==> src/rptw_pkg.sv <==
`timescale 1ns / 1ps
// Shared constants, codes and controller/datapath interface types for the
// radix page table block. No dependencies.
package rptw_pkg;

   // table geometry and field widths
   localparam int MAX_PAGES  = 4096;
   localparam int IDX_W      = 12;
   localparam int FRAME_W    = 36;
   localparam int VA_W       = 48;
   localparam int PAGE_W     = 13;
   localparam int OP_W       = 2;
   localparam int LEAF_W     = FRAME_W + 2;
   localparam int MAX_LEVELS = 4;
   localparam int MAX_LBITS  = 12;

   // configuration register widths
   localparam int SHIFT_W    = 5;
   localparam int LBITS_W    = 4;
   localparam int LCOUNT_W   = 3;
   localparam int CSR_IDX_W  = 2;
   localparam int CSR_DATA_W = 13;

   // operation codes
   localparam logic [OP_W-1:0] OP_MAP    = 2'd0;
   localparam logic [OP_W-1:0] OP_ACCESS = 2'd1;
   localparam logic [OP_W-1:0] OP_LOOKUP = 2'd2;

   // configuration register indexes
   localparam logic [CSR_IDX_W-1:0] CSR_PAGE_SHIFT  = 2'd0;
   localparam logic [CSR_IDX_W-1:0] CSR_LEVEL_BITS  = 2'd1;
   localparam logic [CSR_IDX_W-1:0] CSR_LEVEL_COUNT = 2'd2;
   localparam logic [CSR_IDX_W-1:0] CSR_PAGE_COUNT  = 2'd3;

   // controller states
   typedef enum logic [2:0] {
      ST_CLEAR,
      ST_IDLE,
      ST_DECODE,
      ST_READ,
      ST_FINISH
   } state_type;

   // controller to datapath
   typedef struct packed {
      logic clear;
      logic capture;
      logic decode;
      logic read;
      logic finish;
   } cmd_type;

   // datapath to controller
   typedef struct packed {
      logic clear_last;
      logic out_free;
   } status_type;

endpackage

==> src/rptw_ctrl.sv <==
`timescale 1ns / 1ps
// Sequencer for the radix page table: clearing sweep, then one item at a
// time through decode, table read and finish. Uses rptw_pkg.
module rptw_ctrl (
   input  logic                 clock,
   input  logic                 reset,
   input  logic                 req_valid,
   output logic                 req_stall,
   input  rptw_pkg::status_type status,
   output rptw_pkg::cmd_type    cmd
);

   rptw_pkg::state_type state_ff, state_in;

   // state register
   always_ff @(posedge clock) begin
      if (reset) begin
         state_ff <= rptw_pkg::ST_CLEAR;
      end else begin
         state_ff <= state_in;
      end
   end

   // next state
   always_comb begin
      state_in = state_ff;
      unique case (state_ff)
         rptw_pkg::ST_CLEAR: begin
            if (status.clear_last) state_in = rptw_pkg::ST_IDLE;
         end
         rptw_pkg::ST_IDLE: begin
            if (req_valid) state_in = rptw_pkg::ST_DECODE;
         end
         rptw_pkg::ST_DECODE: begin
            state_in = rptw_pkg::ST_READ;
         end
         rptw_pkg::ST_READ: begin
            state_in = rptw_pkg::ST_FINISH;
         end
         rptw_pkg::ST_FINISH: begin
            if (status.out_free) state_in = rptw_pkg::ST_IDLE;
         end
         default: begin
            state_in = rptw_pkg::ST_CLEAR;
         end
      endcase
   end

   // outputs
   always_comb begin
      cmd         = '0;
      req_stall   = 1'b1;
      unique case (state_ff)
         rptw_pkg::ST_CLEAR: begin
            cmd.clear = 1'b1;
         end
         rptw_pkg::ST_IDLE: begin
            req_stall   = 1'b0;
            cmd.capture = req_valid;
         end
         rptw_pkg::ST_DECODE: begin
            cmd.decode = 1'b1;
         end
         rptw_pkg::ST_READ: begin
            cmd.read = 1'b1;
         end
         rptw_pkg::ST_FINISH: begin
            cmd.finish = status.out_free;
         end
         default: begin
            cmd = '0;
         end
      endcase
   end

endmodule

==> config.mk <==
export PLATFORM = sky130hd
export DESIGN_NAME = rptw_ctrl
export DESIGN_NICKNAME = d
export VERILOG_FILES = /design/src/rptw_pkg.sv /design/src/rptw_ctrl.sv
export SDC_FILE = /design/constraint.sdc
export NUM_CORES = 1
export LEC_CHECK = 0
export ABC_CLOCK_PERIOD_IN_PS = 1500
export BUFFER_PORTS_ARGS = -buffer_cell sky130_fd_sc_hd__buf_4
export CAP_MARGIN = 25
export CORE_AREA = 5 5 42 44
export DETAILED_ROUTE_END_ITERATION = 16
export DIE_AREA = 0 0 47 49
export GPL_ROUTABILITY_DRIVEN = 0
export PLACE_DENSITY = 0.43
export RECOVER_POWER = 100
export SYNTH_ARGS = -nofsm -noshare
export SYNTH_HDL_FRONTEND = slang
export SYNTH_SLANG_ARGS = --single-unit
==> constraint.sdc <==
create_clock -name clock -period 1.5 [get_ports clock]
set_input_delay 0.45 -clock clock [delete_from_list [all_inputs] [get_ports clock]]
set_output_delay 0.45 -clock clock [all_outputs]
set_load 0.01 [all_outputs]
# Word level (Yosys, flattened, before mapping)
# Cells that the tools add are included.
[op_classes]
n_eq_ne = 7
mux = 10
reduce_logical = 2
[ops]
columns = ["cell", "n"]
rows = [
  ["case mux 3 bit (5 select lines)", 1],
  ["2-to-1 mux 3 bit", 3],
  ["== test 3 x 2 -> 1 bit, second input constant", 2],
  ["2-to-1 mux 1 bit", 6],
  ["!= test 2 bit, second input constant", 3],
  ["== test 3 x 1 -> 1 bit, second input constant", 1],
  ["== test 3 bit, second input constant", 1],
  ["logical NOT 3 bit", 1],
  ["AND reduction 3 bit", 1],
]
[word_totals]
register_bits = 3
in_bits = 5

# Logic depth before layout (Yosys ltp)
[depth]
depth_word = 3
ltp_mapped = 4
ltp_nobuf = 3

# Least setup slack after synthesis
# No wires, ideal clock.
[synth_path]
path_kind = "reg2out"
start = "reg state_ff[1]"
end = "out cmd[3] (netlist name)"
arrival_time_ps = 1035
t_required_ps = 1050
setup_slack_ps = 15
path_stages_with_launch = 4
n_path_buf = 1
path_cell_list = "dfxtp_1 > buf_6 > or3b_1 > nor2_1"
[synth_rtl]
columns = ["item", "line", "text"]
rows = [
  ["start: declaration", "rptw_ctrl.sv:13", "rptw_pkg::state_type state_ff, state_in;"],
  ["start signal: assignment", "rptw_ctrl.sv:18", "state_ff <= rptw_pkg::ST_CLEAR;"],
  ["start signal: assignment", "rptw_ctrl.sv:20", "state_ff <= state_in;"],
  ["end: declaration", "rptw_ctrl.sv:10", "output rptw_pkg::cmd_type cmd"],
]

==> impl_results.rst <==
.. list-table::
   :header-rows: 1

   * - Metric
     - Value
   * - Status
     - finished with violations
   * - Violations in the final reports
     - setup timing
   * - Die span in x
     - 47 um
   * - Combinational share of power
     - 27.8%
   * - Switching component of the power
     - 78.8 uW
   * - Pleak
     - 0.000172 uW
   * - Post-CTS clock slew at the launch and capture registers of the worst setup and hold paths
     - 0.04 ns
   * - Power share of the clock group
     - 43.6%
   * - Starting density of the core
     - 14.3%
   * - Time the final worst path needs with I/O delays and setup
     - 1.58 ns
   * - Transition at the pin with the smallest max-transition slack
     - 0.244 ns
   * - Headroom to the max-slew limit
     - 83.5%
   * - Initial drt markers
     - 4
   * - Largest cells by area after synthesis
     - sky130_fd_sc_hd__dfxtp_1 30%, sky130_fd_sc_hd__nor4bb_4 13%, sky130_fd_sc_hd__nor2_1 9.4%
   * - Cts-stage hold buffer count
     - 0
   * - Int Power
     - 236 uW
   * - Share of the synthesized area in the top cell type
     - 30.0%
   * - Startpoint of the worst setup timing path
     - state_ff[1]
   * - First-pass DRT Iterations
     - 2
   * - Number of remaining DRC errors
     - 0
   * - Met2 global-route usage
     - 8.82%
   * - Buffers from clock root to sink, at most
     - 2
   * - Clock latency on the worst-skew pair
     - 0.23 ns
   * - Worst hold path depth
     - 2
   * - Area growth from synthesis to layout
     - 95.0%
   * - Share of post-route cells with drive strength above 1
     - 70.7%
   * - CTS Buf Count
     - 3
   * - Setup crit start kind
     - register
   * - Max VDD drop
     - 646 uV
   * - Post-Syn Nets
     - 28
   * - Count of unique library cells instantiated by Yosys
     - 16
   * - Worst clock skew
     - 0.00176 ns
   * - Worst reg2reg setup slack
     - 0.45 ns
   * - Most crowded layer after global routing
     - met2
   * - Part of the Yosys area used for sequential elements
     - 30.0%
   * - Final HPWL from detailed placement
     - 410 um
   * - Capture point of the worst reg-to-reg path
     - state_ff[2]
   * - Met3 layer usage reported by global route
     - 4.43%
   * - Clock tree from TritonCTS
     - done
   * - Remaining global-route overflow
     - 0
   * - Initial antenna violation count
     - 0
   * - Vert. Die Dim
     - 49 um
   * - Wire length of the first global-routing pass
     - 1000 um
   * - Synthesized area
     - 200 sq um
   * - Total via count in the routed design
     - 218
   * - Share of the clock period used by the worst path after layout
     - 106%
   * - Leading area contributor after synthesis
     - sky130_fd_sc_hd__dfxtp_1
   * - Largest register FFs
     - 3
   * - Hold violation count in the final report
     - 0
   * - Largest net degree at the start of global routing
     - 9
   * - Seq pwr share
     - 28.5%
   * - I/O pin cnt
     - 11
   * - Filler Cell Count
     - 163
   * - Max-slew violation total from the final report
     - 0
   * - Critical Path Fanout Max
     - 2
   * - Final #Nets
     - 47
   * - Unrepaired setup endpoints after global routing
     - yes
   * - Element type at the critical path end
     - primary output
   * - Register with the most flip-flops
     - state_ff
   * - Worst-case setup slack after placement
     - 0.0573 ns
   * - Timing-limited maximum frequency
     - 631 MHz
   * - ANT cells
     - 0
   * - Slack of the critical path
     - -0.0850 ns
   * - Total die area
     - 0.00230 sq mm
   * - Cell Rows
     - 14
   * - ANT nets after route
     - 0
   * - Power per unit of standard cell area
     - 806 mW/mm^2
   * - Worst hold path type
     - input pin to register
   * - Via-to-Cell Ratio
     - 3.82
   * - Max-cap violation count
     - 0
   * - Detail-routed net length per standard cell
     - 9.81 um
   * - Seq cells post-synth
     - 3
   * - I/O Buffers
     - 10
   * - CTS H-Tree Depth
     - 1
   * - Buffer cell driving the clock tree root
     - sky130_fd_sc_hd__clkbuf_4
   * - Worst EP required
     - 1.05 ns
   * - Largest registers
     - state_ff x3
   * - Count of cells along the worst register-to-register path
     - 5
   * - Total wirelength of the detailed-routed design
     - 559 um
   * - WS Path Type
     - register to primary output
   * - Number of sinks handled by clock tree synthesis
     - 3
   * - Global-route track usage on met1
     - 6.80%
   * - Post-Synthesis Cells
     - 23
   * - Avg Inst Size Synth
     - 8.70 sq um
   * - Via count of the first global-routing pass
     - 224
   * - Core utilization of the finished layout
     - 27.9%
   * - Final-layout setup total negative slack
     - -0.203 ns
   * - Overall track demand over capacity in global routing
     - 6.19%
   * - Power consumption
     - 315 uW
   * - Warning count from the yosys run
     - 0
   * - Setup violators final
     - 3
   * - Crit path DAT
     - 1.13 ns
   * - Net switching fraction of the power
     - 25.0%
   * - RR Startpoint
     - state_ff[2]
   * - Worst Min Path Start
     - reset
   * - Capture endpoint of the worst hold path
     - state_ff[0]
   * - Placeable Area
     - 0.00140 sq mm
metrics by stage:
step	instances	hold slack [ns]	area (sq um)
after global placement	50	0.477	299
final	57	0.395	390
after global routing	57	0.390	390
after floorplan	23	0.505	200
after CTS	55	0.388	345
after detailed placement	50	0.464	299
how the worst max path moves through the flow:
stage,endpoint,slack (ns),cells past startpoint
3_3_place_gp,cmd[0],0.07,3
2_1_floorplan,cmd[3],0.01,3
4_1_cts,cmd[3],-0.10,3
6_report,cmd[3],-0.08,3
3_5_place_dp,cmd[0],0.06,3
5_1_grt,cmd[3],-0.15,3
area by class of cell:
cell class                      count  area [sq um]  area share [%]
Timing Repair Buffer               16           143            36.5
Sequential cell                     3          63.8            16.3
Clock buffer                        4          26.3            6.73
Tap cell                           16          20.0            5.13
Inverter                            1          3.75           0.962
Multi-Input combinational cell     17           134            34.3
critical path, stage by stage, from the launching register on:
cell	delay, ns
sky130_fd_sc_hd__dfxtp_2	0.31
sky130_fd_sc_hd__or3b_4	0.40
sky130_fd_sc_hd__nor2_2	0.08
sky130_fd_sc_hd__buf_4	0.12
cell usage after synthesis:
cell                       instances
sky130_fd_sc_hd__buf_6             1
sky130_fd_sc_hd__or3b_1            1
sky130_fd_sc_hd__nand2_1           1
sky130_fd_sc_hd__a31oi_1           1
sky130_fd_sc_hd__nor4bb_4          1
sky130_fd_sc_hd__nor4b_1           1
sky130_fd_sc_hd__mux2_2            1
sky130_fd_sc_hd__and3b_1           1
sky130_fd_sc_hd__buf_4             1
sky130_fd_sc_hd__nor3_1            2
sky130_fd_sc_hd__nor2_1            5
sky130_fd_sc_hd__inv_1             1
sky130_fd_sc_hd__o21ai_0           1
sky130_fd_sc_hd__and2_1            1
sky130_fd_sc_hd__dfxtp_1           3
sky130_fd_sc_hd__a21oi_1           1
power by group through the flow:
stage	Sequential, uW	Clock (uW)	Combinational (uW)
after CTS	88.4	145	78.7
after floorplan	88.1	0	42.1
after detailed placement	88.5	0	73.0
after global placement	88.6	0	73.6
after global routing	90.1	161	95.6
final	89.8	137	87.5
cells by family after synthesis:
logic type,count (synthesis),share of synthesized area (%)
compound gates,3,8.12
flops,3,30.0
buf+inv,3,11.2
simple gates,13,45.0
mux,1,5.62
layout by cell type (no fill, tap or decap):
master                     netlist  final
sky130_fd_sc_hd__buf_6           1      6
sky130_fd_sc_hd__nand2_1         1      1
sky130_fd_sc_hd__mux2_2          1      1
sky130_fd_sc_hd__nor2_2          0      1
sky130_fd_sc_hd__nor2_1          5      3
sky130_fd_sc_hd__dfxtp_2         0      3
sky130_fd_sc_hd__a21oi_1         1      1
sky130_fd_sc_hd__clkbuf_1        0      1
sky130_fd_sc_hd__buf_4           1     10
sky130_fd_sc_hd__clkbuf_4        0      3
sky130_fd_sc_hd__o21ai_0         1      1
sky130_fd_sc_hd__nor3_1          2      2
sky130_fd_sc_hd__and2_4          0      1
sky130_fd_sc_hd__inv_1           1      1
sky130_fd_sc_hd__and3b_2         0      1
sky130_fd_sc_hd__nor2_4          0      1
sky130_fd_sc_hd__nor4b_1         1      1
sky130_fd_sc_hd__or3b_4          0      1
sky130_fd_sc_hd__nor4bb_4        1      1
sky130_fd_sc_hd__a31oi_1         1      1
metal layers:
| metal | vias to the layer above | wire (um) | part of all wire [%] |
|---|---|---|---|
| met5 | - | 0 | 0 |
| met4 | 0 | 0 | 0 |
| met3 | 0 | 14 | 2.5 |
| met2 | 2 | 327 | 58 |
| met1 | 100 | 217 | 39 |
| li1 | 116 | - | - |
timing repair:
item / in CTS / in global routing
gates resized for setup: 5 / 10
pin swaps: 1 / 2
setup endpoints to repair: 4 / 6
buffers inserted: 1 / 2
endpoints found under the hold margin: 0 / 0
Note: power is estimated with default switching activity, not from simulation.
